`src/sv/jse_pkg.sv`:
```
// ----------------------------------------------------------------------------
// JSON string escaper package
// Beat types, the run descriptor that passes from the front to the back, and
// the character constants that both halves use.
// ----------------------------------------------------------------------------
package jse_pkg;

   localparam int unsigned QUEUE_DEPTH = 4;

   localparam logic [7:0] CH_QUOTE   = 8'h22;
   localparam logic [7:0] CH_BSLASH  = 8'h5C;
   localparam logic [7:0] CH_U       = 8'h75;
   localparam logic [7:0] CH_ZERO    = 8'h30;
   localparam logic [7:0] CH_B       = 8'h62;
   localparam logic [7:0] CH_T       = 8'h74;
   localparam logic [7:0] CH_N       = 8'h6E;
   localparam logic [7:0] CH_F       = 8'h66;
   localparam logic [7:0] CH_R       = 8'h72;
   localparam logic [7:0] CTRL_LIMIT = 8'd32;

   localparam logic [7:0] CODE_BS  = 8'd8;
   localparam logic [7:0] CODE_TAB = 8'd9;
   localparam logic [7:0] CODE_LF  = 8'd10;
   localparam logic [7:0] CODE_FF  = 8'd12;
   localparam logic [7:0] CODE_CR  = 8'd13;

   localparam logic OP_DATA = 1'b0;
   localparam logic OP_END  = 1'b1;

   typedef struct packed {
      logic       op;
      logic [7:0] ch;
   } req_type;

   typedef struct packed {
      logic [7:0] out_char;
      logic       run_end;
   } rsp_type;

   typedef enum logic [1:0] {
      KIND_CLOSE,
      KIND_PLAIN,
      KIND_PAIR,
      KIND_UNI
   } kind_type;

   typedef struct packed {
      logic       open_quote;
      kind_type   kind;
      logic [7:0] ch;
   } run_type;

   function automatic logic [7:0] hex_char(input logic [3:0] nib);
      if (nib < 4'd10) begin
         return CH_ZERO + {4'b0000, nib};
      end
      return 8'h57 + {4'b0000, nib};
   endfunction

endpackage

```
`src/sv/json_string_escaper.sv`:
```
// ----------------------------------------------------------------------------
// JSON string escaper
// Turns a stream of string bytes into the characters of a JSON string literal.
//
// The request channel (req_valid, req_stall, req_data) takes one beat per
// string byte, or an end-of-string beat. The response channel (rsp_valid,
// rsp_stall, rsp_data) gives one character per beat; run_end marks the last
// character caused by a request beat. Each request causes 1 to 7 characters:
// an opening quote before the first beat of a string, the byte or its escape,
// and the closing quote on the end beat.
// The queue and then the output register lie between a request beat and its
// first character. The back end emits one character per cycle while rsp_stall
// is low, so plain bytes sustain one request beat per cycle; an escaped byte
// occupies the back end until all its characters are out. Up to QueueDepth
// runs wait in the queue, and req_stall rises only when that queue is full.
// A stalled response beat holds; the back end then stops and the queue fills.
// Reset closes any open string and empties the queue and output register.
// ----------------------------------------------------------------------------
module json_string_escaper
   import jse_pkg::*;
#(
   parameter int unsigned QueueDepth = QUEUE_DEPTH
) (
   input  logic    clock,
   input  logic    reset,
   input  logic    req_valid,
   output logic    req_stall,
   input  req_type req_data,
   output logic    rsp_valid,
   input  logic    rsp_stall,
   output rsp_type rsp_data
);

   logic    push;
   run_type push_run;
   logic    queue_full;
   logic    pop;
   run_type head;
   logic    empty;

   jse_front u_front (
      .clock      (clock),
      .reset      (reset),
      .req_valid  (req_valid),
      .req_stall  (req_stall),
      .req_data   (req_data),
      .queue_full (queue_full),
      .push       (push),
      .push_run   (push_run)
   );

   jse_queue #(
      .Depth (QueueDepth)
   ) u_queue (
      .clock    (clock),
      .reset    (reset),
      .push     (push),
      .push_run (push_run),
      .full     (queue_full),
      .pop      (pop),
      .head     (head),
      .empty    (empty)
   );

   jse_back u_back (
      .clock     (clock),
      .reset     (reset),
      .head      (head),
      .empty     (empty),
      .pop       (pop),
      .rsp_valid (rsp_valid),
      .rsp_stall (rsp_stall),
      .rsp_data  (rsp_data)
   );

endmodule

```
`src/sv/jse_front.sv`:
```
// ----------------------------------------------------------------------------
// JSON string escaper front end
// Accepts input beats, classifies each byte and tracks whether a string is
// open, then writes one run descriptor per beat into the queue.
// ----------------------------------------------------------------------------
module jse_front
   import jse_pkg::*;
(
   input  logic    clock,
   input  logic    reset,
   input  logic    req_valid,
   output logic    req_stall,
   input  req_type req_data,
   input  logic    queue_full,
   output logic    push,
   output run_type push_run
);

   logic inside_ff;
   logic inside_in;

   assign req_stall = queue_full;
   assign push      = req_valid && !queue_full;

   always_comb begin
      push_run.open_quote = !inside_ff;
      push_run.ch         = req_data.ch;
      push_run.kind       = KIND_PLAIN;
      if (req_data.op == OP_END) begin
         push_run.kind = KIND_CLOSE;
      end else begin
         case (req_data.ch)
            CODE_BS: begin
               push_run.kind = KIND_PAIR;
               push_run.ch   = CH_B;
            end
            CODE_TAB: begin
               push_run.kind = KIND_PAIR;
               push_run.ch   = CH_T;
            end
            CODE_LF: begin
               push_run.kind = KIND_PAIR;
               push_run.ch   = CH_N;
            end
            CODE_FF: begin
               push_run.kind = KIND_PAIR;
               push_run.ch   = CH_F;
            end
            CODE_CR: begin
               push_run.kind = KIND_PAIR;
               push_run.ch   = CH_R;
            end
            CH_QUOTE, CH_BSLASH: begin
               push_run.kind = KIND_PAIR;
            end
            default: begin
               if (req_data.ch < CTRL_LIMIT) begin
                  push_run.kind = KIND_UNI;
               end
            end
         endcase
      end
   end

   assign inside_in = push ? (req_data.op == OP_DATA) : inside_ff;

   always_ff @(posedge clock) begin
      if (reset) begin
         inside_ff <= 1'b0;
      end else begin
         inside_ff <= inside_in;
      end
   end

endmodule

```
`src/sv/jse_queue.sv`:
```
// ----------------------------------------------------------------------------
// JSON string escaper run queue
// A small first-in first-out store of run descriptors between the front and
// the back, with the head entry visible for the back to step through.
// ----------------------------------------------------------------------------
module jse_queue
   import jse_pkg::*;
#(
   parameter int unsigned Depth = QUEUE_DEPTH
) (
   input  logic    clock,
   input  logic    reset,
   input  logic    push,
   input  run_type push_run,
   output logic    full,
   input  logic    pop,
   output run_type head,
   output logic    empty
);

   localparam int unsigned PtrW = (Depth > 1) ? $clog2(Depth) : 1;
   localparam int unsigned CntW = $clog2(Depth + 1);
   localparam logic [PtrW-1:0] LastPtr = PtrW'(Depth - 1);
   localparam logic [CntW-1:0] FullCnt = CntW'(Depth);

   run_type           store_ff [Depth];
   logic [PtrW-1:0]   wr_ptr_ff, wr_ptr_in;
   logic [PtrW-1:0]   rd_ptr_ff, rd_ptr_in;
   logic [CntW-1:0]   count_ff, count_in;

   assign full  = (count_ff == FullCnt);
   assign empty = (count_ff == '0);
   assign head  = store_ff[rd_ptr_ff];

   always_comb begin
      wr_ptr_in = wr_ptr_ff;
      rd_ptr_in = rd_ptr_ff;
      count_in  = count_ff;
      if (push) begin
         wr_ptr_in = (wr_ptr_ff == LastPtr) ? '0 : wr_ptr_ff + 1'b1;
      end
      if (pop) begin
         rd_ptr_in = (rd_ptr_ff == LastPtr) ? '0 : rd_ptr_ff + 1'b1;
      end
      if (push && !pop) begin
         count_in = count_ff + 1'b1;
      end else if (pop && !push) begin
         count_in = count_ff - 1'b1;
      end
   end

   always_ff @(posedge clock) begin
      if (reset) begin
         wr_ptr_ff <= '0;
         rd_ptr_ff <= '0;
         count_ff  <= '0;
      end else begin
         wr_ptr_ff <= wr_ptr_in;
         rd_ptr_ff <= rd_ptr_in;
         count_ff  <= count_in;
      end
   end

   always_ff @(posedge clock) begin
      if (push) begin
         store_ff[wr_ptr_ff] <= push_run;
      end
   end

   assert property (@(posedge clock) disable iff (reset) count_ff <= FullCnt)
      else $error("Run queue holds more entries than it has room for.");

   assert property (@(posedge clock) disable iff (reset) !(push && full))
      else $error("Run pushed into a full queue.");

   assert property (@(posedge clock) disable iff (reset) !(pop && empty))
      else $error("Run popped from an empty queue.");

endmodule

```
`src/sv/jse_back.sv`:
```
// ----------------------------------------------------------------------------
// JSON string escaper back end
// Steps through the characters of the head run, one per cycle unless stalled,
// into the output register, and pops the run as its last character loads.
// ----------------------------------------------------------------------------
module jse_back
   import jse_pkg::*;
(
   input  logic    clock,
   input  logic    reset,
   input  run_type head,
   input  logic    empty,
   output logic    pop,
   output logic    rsp_valid,
   input  logic    rsp_stall,
   output rsp_type rsp_data
);

   logic [2:0] idx_ff, idx_in;
   logic [2:0] body_idx;
   logic [2:0] run_len;
   logic       last;
   logic       load;
   logic [7:0] cur_char;
   logic       rsp_valid_ff, rsp_valid_in;
   rsp_type    rsp_data_ff, rsp_data_in;

   always_comb begin
      case (head.kind)
         KIND_CLOSE: run_len = 3'd1;
         KIND_PLAIN: run_len = 3'd1;
         KIND_PAIR:  run_len = 3'd2;
         KIND_UNI:   run_len = 3'd6;
         default:    run_len = 3'd1;
      endcase
      run_len = run_len + {2'b00, head.open_quote};
   end

   assign body_idx = idx_ff - {2'b00, head.open_quote};
   assign last     = (idx_ff == run_len - 3'd1);

   always_comb begin
      cur_char = CH_QUOTE;
      if (!(head.open_quote && idx_ff == 3'd0)) begin
         case (head.kind)
            KIND_CLOSE: cur_char = CH_QUOTE;
            KIND_PLAIN: cur_char = head.ch;
            KIND_PAIR:  cur_char = (body_idx == 3'd0) ? CH_BSLASH : head.ch;
            KIND_UNI: begin
               case (body_idx)
                  3'd0:    cur_char = CH_BSLASH;
                  3'd1:    cur_char = CH_U;
                  3'd4:    cur_char = hex_char(head.ch[7:4]);
                  3'd5:    cur_char = hex_char(head.ch[3:0]);
                  default: cur_char = CH_ZERO;
               endcase
            end
            default: cur_char = CH_QUOTE;
         endcase
      end
   end

   assign load = !rsp_valid_ff || !rsp_stall;
   assign pop  = load && !empty && last;

   always_comb begin
      idx_in       = idx_ff;
      rsp_valid_in = rsp_valid_ff;
      rsp_data_in  = rsp_data_ff;
      if (load) begin
         rsp_valid_in = !empty;
         if (!empty) begin
            rsp_data_in.out_char = cur_char;
            rsp_data_in.run_end  = last;
            idx_in               = last ? 3'd0 : idx_ff + 3'd1;
         end
      end
   end

   always_ff @(posedge clock) begin
      if (reset) begin
         idx_ff       <= 3'd0;
         rsp_valid_ff <= 1'b0;
      end else begin
         idx_ff       <= idx_in;
         rsp_valid_ff <= rsp_valid_in;
      end
   end

   always_ff @(posedge clock) begin
      rsp_data_ff <= rsp_data_in;
   end

   assign rsp_valid = rsp_valid_ff;
   assign rsp_data  = rsp_data_ff;

   assert property (@(posedge clock) disable iff (reset) empty |-> idx_ff == 3'd0)
      else $error("Character index left mid-run with no run queued.");

   assert property (@(posedge clock) disable iff (reset) !empty |-> idx_ff < run_len)
      else $error("Character index ran past the end of the run.");

   assert property (@(posedge clock) disable iff (reset)
                    rsp_valid_ff && rsp_stall |=> rsp_valid_ff && $stable(rsp_data_ff))
      else $error("Stalled response beat changed or was dropped.");

endmodule
```
`config.mk`:
```
export PLATFORM = sky130hd
export DESIGN_NAME = json_string_escaper
export DESIGN_NICKNAME = d
export VERILOG_FILES = /design/src/sv/jse_pkg.sv /design/src/sv/json_string_escaper.sv /design/src/sv/jse_front.sv /design/src/sv/jse_queue.sv /design/src/sv/jse_back.sv
export SDC_FILE = /design/constraint.sdc
export NUM_CORES = 1
export LEC_CHECK = 0
export ABC_AREA = 1
export BUFFER_PORTS_ARGS = -buffer_cell sky130_fd_sc_hd__buf_4
export CORE_MARGIN = 8
export CORE_UTILIZATION = 25
export DETAILED_ROUTE_END_ITERATION = 8
export GPL_TIMING_DRIVEN = 0
export PLACE_DENSITY = 0.41
export SETUP_SLACK_MARGIN = 0.5
export SLEW_MARGIN = 20
export SYNTH_ARGS = -nofsm -noshare
export SYNTH_HDL_FRONTEND = slang
export SYNTH_HIERARCHICAL = 1
export SYNTH_SLANG_ARGS = --single-unit
export TNS_END_PERCENT = 100
```
`constraint.sdc`:
```
create_clock -name clock -period 5.35 [get_ports clock]
set_input_delay 0.535 -clock clock [delete_from_list [all_inputs] [get_ports clock]]
set_output_delay 0.535 -clock clock [all_outputs]
set_load 0.01 [all_outputs]
```
==> impl_metrics.csv <==
group,metric,value,unit
critical_path,worst-path-buf-inv,4,
critical_path,arrival,3.54,ns
timing,tightest_slew,0.8832,ns
yosys,ys_top_cells_by_count,"78 x nand2_1, 54 x nor2_1, 53 x edfxtp_1",
timing,fin_ws,2.027,ns
yosys,ys_types,31,
critical_path,cp_top_family,"adder cells",
critical_path,critPathCaptureType,"flip-flop",
yosys,syn_inst,388,
yosys,synth_top_cells_by_area,"edfxtp_1 46%, nand2_1 8.5%, dfxtp_1 8.1%",
timing,slew_viol_final,0,
final_layout,layout-drive-gt1-share,0.1499,
detailed_routing,wl,7800,um
yosys,synth_fa_ha_area_frac,0.05648,
floorplanning,start_util,0.2529,
timing,clock_skew,0.008107,ns
detailed_routing,wl_per_cell,12.85,um
yosys,synth-edff-count,53,
min_path,min_path_type,"in2reg",
run,drv_cap,0,
yosys,synth_warnings,6,
detailed_routing,route.vias.total,2578,
min_path,hold_path.startpoint,"reset",
placement,port_buffers,23,
clock_tree,cts_tree,"yes",
clock_tree,cts_hold_buf,0,
critical_path,ff2ff_setup_slack,2.03,ns
timing,setup_viol,0,
critical_path,reg2reg_to,"u_queue/count_ff[1]",
critical_path,r2r_cells,15,
critical_path,worstPathMaxFanout,10,
floorplanning,fp.dieW,133.6,um
yosys,seq_area_frac_synth,0.5416,
clock_tree,cts_buffers,9,
grt,grt_usage,0.09211,
power,seqPwrFrac,0.374,
detailed_routing,drt_iter0_drc,140,
floorplanning,dieHeight,133.6,um
clock_tree,cts-root-buf,"clkbuf_16",
critical_path,slowest_stage,"dfxtp_1",
clock_tree,clock_path_buffers,2,
yosys,avgSynthCellArea,8.907,um^2
final_layout,nets,450,
yosys,yosys.area_share.simple,0.2118,
placement,post-place-ws,2.019,ns
critical_path,path_cells,"buf_4 > o21ai_1 > o22ai_1 > clkbuf_1 > ha_1 > or2_1 > a21oi_1 > nand2_1 > nor2_1 > inv_2 > ha_1 > inv_1 > fa_1 > o21ai_0 > nor2_1",
grt,grt_pass1_wl,12890,um
timing,max_freq,301.0,MHz
final_layout,area_growth,19.48,%
grt,antenna_found_initial,0,
timing,slew_headroom,0.4091,
yosys,ys.flop_type,"edfxtp_1",
yosys,synth-seq-cells,67,
yosys,synth.largest_area_cell,"edfxtp_1",
floorplanning,die_area,0.01784,mm^2
power,intPower,1.259,mW
status,status,"completed",
timing,period_needed,3.323,ns
power,p_clk_frac,0.281,
yosys,synth_xor_area_frac,0.01521,
clock_tree,clkTransAtPathRegs,0.06,ns
power,power_switching,0.6742,mW
critical_path,critPathKind,"reg2reg",
clock_tree,clock_latency,0.32,ns
final_layout,diodes,0,
grt,grt_pass1_vias,2577,
timing,setup_tns,0,ns
yosys,yosysMostFrequentCell,"nand2_1",
clock_tree,cts_resized,0,
placement,place_congestion,0.7878,
detailed_routing,antenna_left,0,
power,vdd_drop_max,0.0001574,V
power,leakagePower,1.769,nW
clock_tree,cts.sinks,67,
detailed_routing,viasPerCell,4.247,
clock_tree,htree_num_levels,3,
clock_tree,post_cts_buffers,0,
timing,fin_crit_sh,0.6211,
yosys,synth_top_cell_area_share,0.4605,
min_path,whs_path_depth,2,
power,pwr-share-comb,0.345,
critical_path,cp.required,5.57,ns
power,p_per_area,468.3,mW/mm^2
critical_path,slowest_delay,0.41,ns
critical_path,cp-start-kind,"flip-flop",
yosys,synthArstFlopShare,0,
timing,rsz0062_at_grt,"no",
yosys,synthesis.nets,416,
floorplanning,rows,43,
final_layout,n_fill_cell,1459,
power,power,1.934,mW
yosys,syn-cell-area,0.003456,mm^2
floorplanning,num_io_pins,24,
grt,grt_overflow_total,0,
yosys,synth-compound-area-share,0.1003,
detailed_routing,first_pass_iters,4,
placement,hpwl,5567,um
grt,grt_max_degree,13,
timing,finalHoldViolCount,0,
yosys,synth_top_family_by_area,"simple AND/OR/NAND/NOR gates",
final_layout,fin_util,0.3021,
min_path,hold_end,"u_back/idx_ff[0]",
power,p_sw_frac,0.3487,
detailed_routing,drc_errors,0,
yosys,muxShareOfSynthArea,0,
floorplanning,core,0.01367,mm^2
-- metrics by stage --
step / instances / instance area (um^2) / hold slack (ns)
2_1_floorplan: 388 / 3456 / 0.4567
3_3_place_gp: 591 / 3854 / 0.4661
3_5_place_dp: 591 / 3854 / 0.4741
4_1_cts: 607 / 4129 / 0.4357
5_1_grt: 607 / 4129 / 0.4428
6_report: 607 / 4129 / 0.4410
-- registers in the layout (all words and copies together), names as in the netlist, named ones only --
register and count:
u_back/rsp_data 9, u_back/rsp_valid 1, u_queue/count_ff 3, u_back/idx_ff 3
u_front/inside_ff 1, u_queue/store_ff 44, u_queue/rd_ptr_ff 2, u_queue/wr_ptr_ff 2
-- worst register-to-register path, cell delays in order (launching register included) --
cell and delay (ns):
dfxtp_1 0.41, buf_4 0.23, o21ai_1 0.10, o22ai_1 0.40, clkbuf_1 0.17, ha_1 0.25
or2_1 0.23, a21oi_1 0.12, nand2_1 0.12, nor2_1 0.20, inv_2 0.08, ha_1 0.19
inv_1 0.09, fa_1 0.41, o21ai_0 0.17, nor2_1 0.05
-- routing by layer --
layer / vias up / part of all wire / global-route usage
met5: - / 0 / 0
li1: 1351 / - / -
met1: 1175 / 0.49 / 0.1117
met4: 0 / 0.021 / 0.04679
met2: 42 / 0.47 / 0.1530
met3: 10 / 0.026 / 0.01694
-- power groups by stage --
stage / Combinational (mW) / Sequential [mW] / Clock (mW)
2_1_floorplan: 0.453 / 0.747 / 0
3_3_place_gp: 0.673 / 0.734 / 0
3_5_place_dp: 0.677 / 0.735 / 0
4_1_cts: 0.680 / 0.725 / 0.560
5_1_grt: 0.775 / 0.734 / 0.582
6_report: 0.667 / 0.724 / 0.543
-- kinds of logic (layout without fill, tap and decap cells) --
group,count (synthesis),in the layout
buffers and inverters,63,102
AND/OR/NAND/NOR,172,172
XOR/XNOR,6,6
adder cells (fa/ha/maj),15,15
flip-flops,67,67
AO/OA/AOI/OAI,65,65
-- cell type report --
| type | count | area [um^2] | area share |
|---|---|---|---|
| timing repair buffer | 23 | 172.7 | 0.04182 |
| tap | 180 | 225.2 | 0.05455 |
| inverter | 54 | 202.7 | 0.04909 |
| clock buffer | 13 | 260.3 | 0.06303 |
| multi-input combinational | 258 | 1326 | 0.3212 |
| clock inverter | 3 | 15.01 | 0.003636 |
| sequential | 67 | 1872 | 0.4533 |
| buffer | 9 | 55.05 | 0.01333 |
-- worst max path at each step --
| stage | start | end | depth (start not counted) |
|---|---|---|---|
| finish | flip-flop | u_queue/count_ff[1] | 15 |
| global route | flip-flop | u_queue/count_ff[1] | 15 |
| CTS | flip-flop | u_queue/count_ff[1] | 15 |
| detailed placement | flip-flop | u_queue/count_ff[1] | 15 |
| global placement | flip-flop | u_queue/count_ff[1] | 15 |
| floorplan | flip-flop | u_queue/count_ff[1] | 15 |
-- layout by cell type, fill, tap and decap left out, types with 11 or more instances in the layout --
cell type  netlist  layout
nor2_1          54      54
edfxtp_1        53      53
dfxtp_1         14      14
a21oi_1         14      14
o22ai_1         11      11
inv_1           47      47
nand3_1         17      17
o21ai_1         19      19
nand2_1         78      78
o21ai_0         18      18
ha_1            14      14
buf_4            5      28
Power figures use the tool's default switching activity.
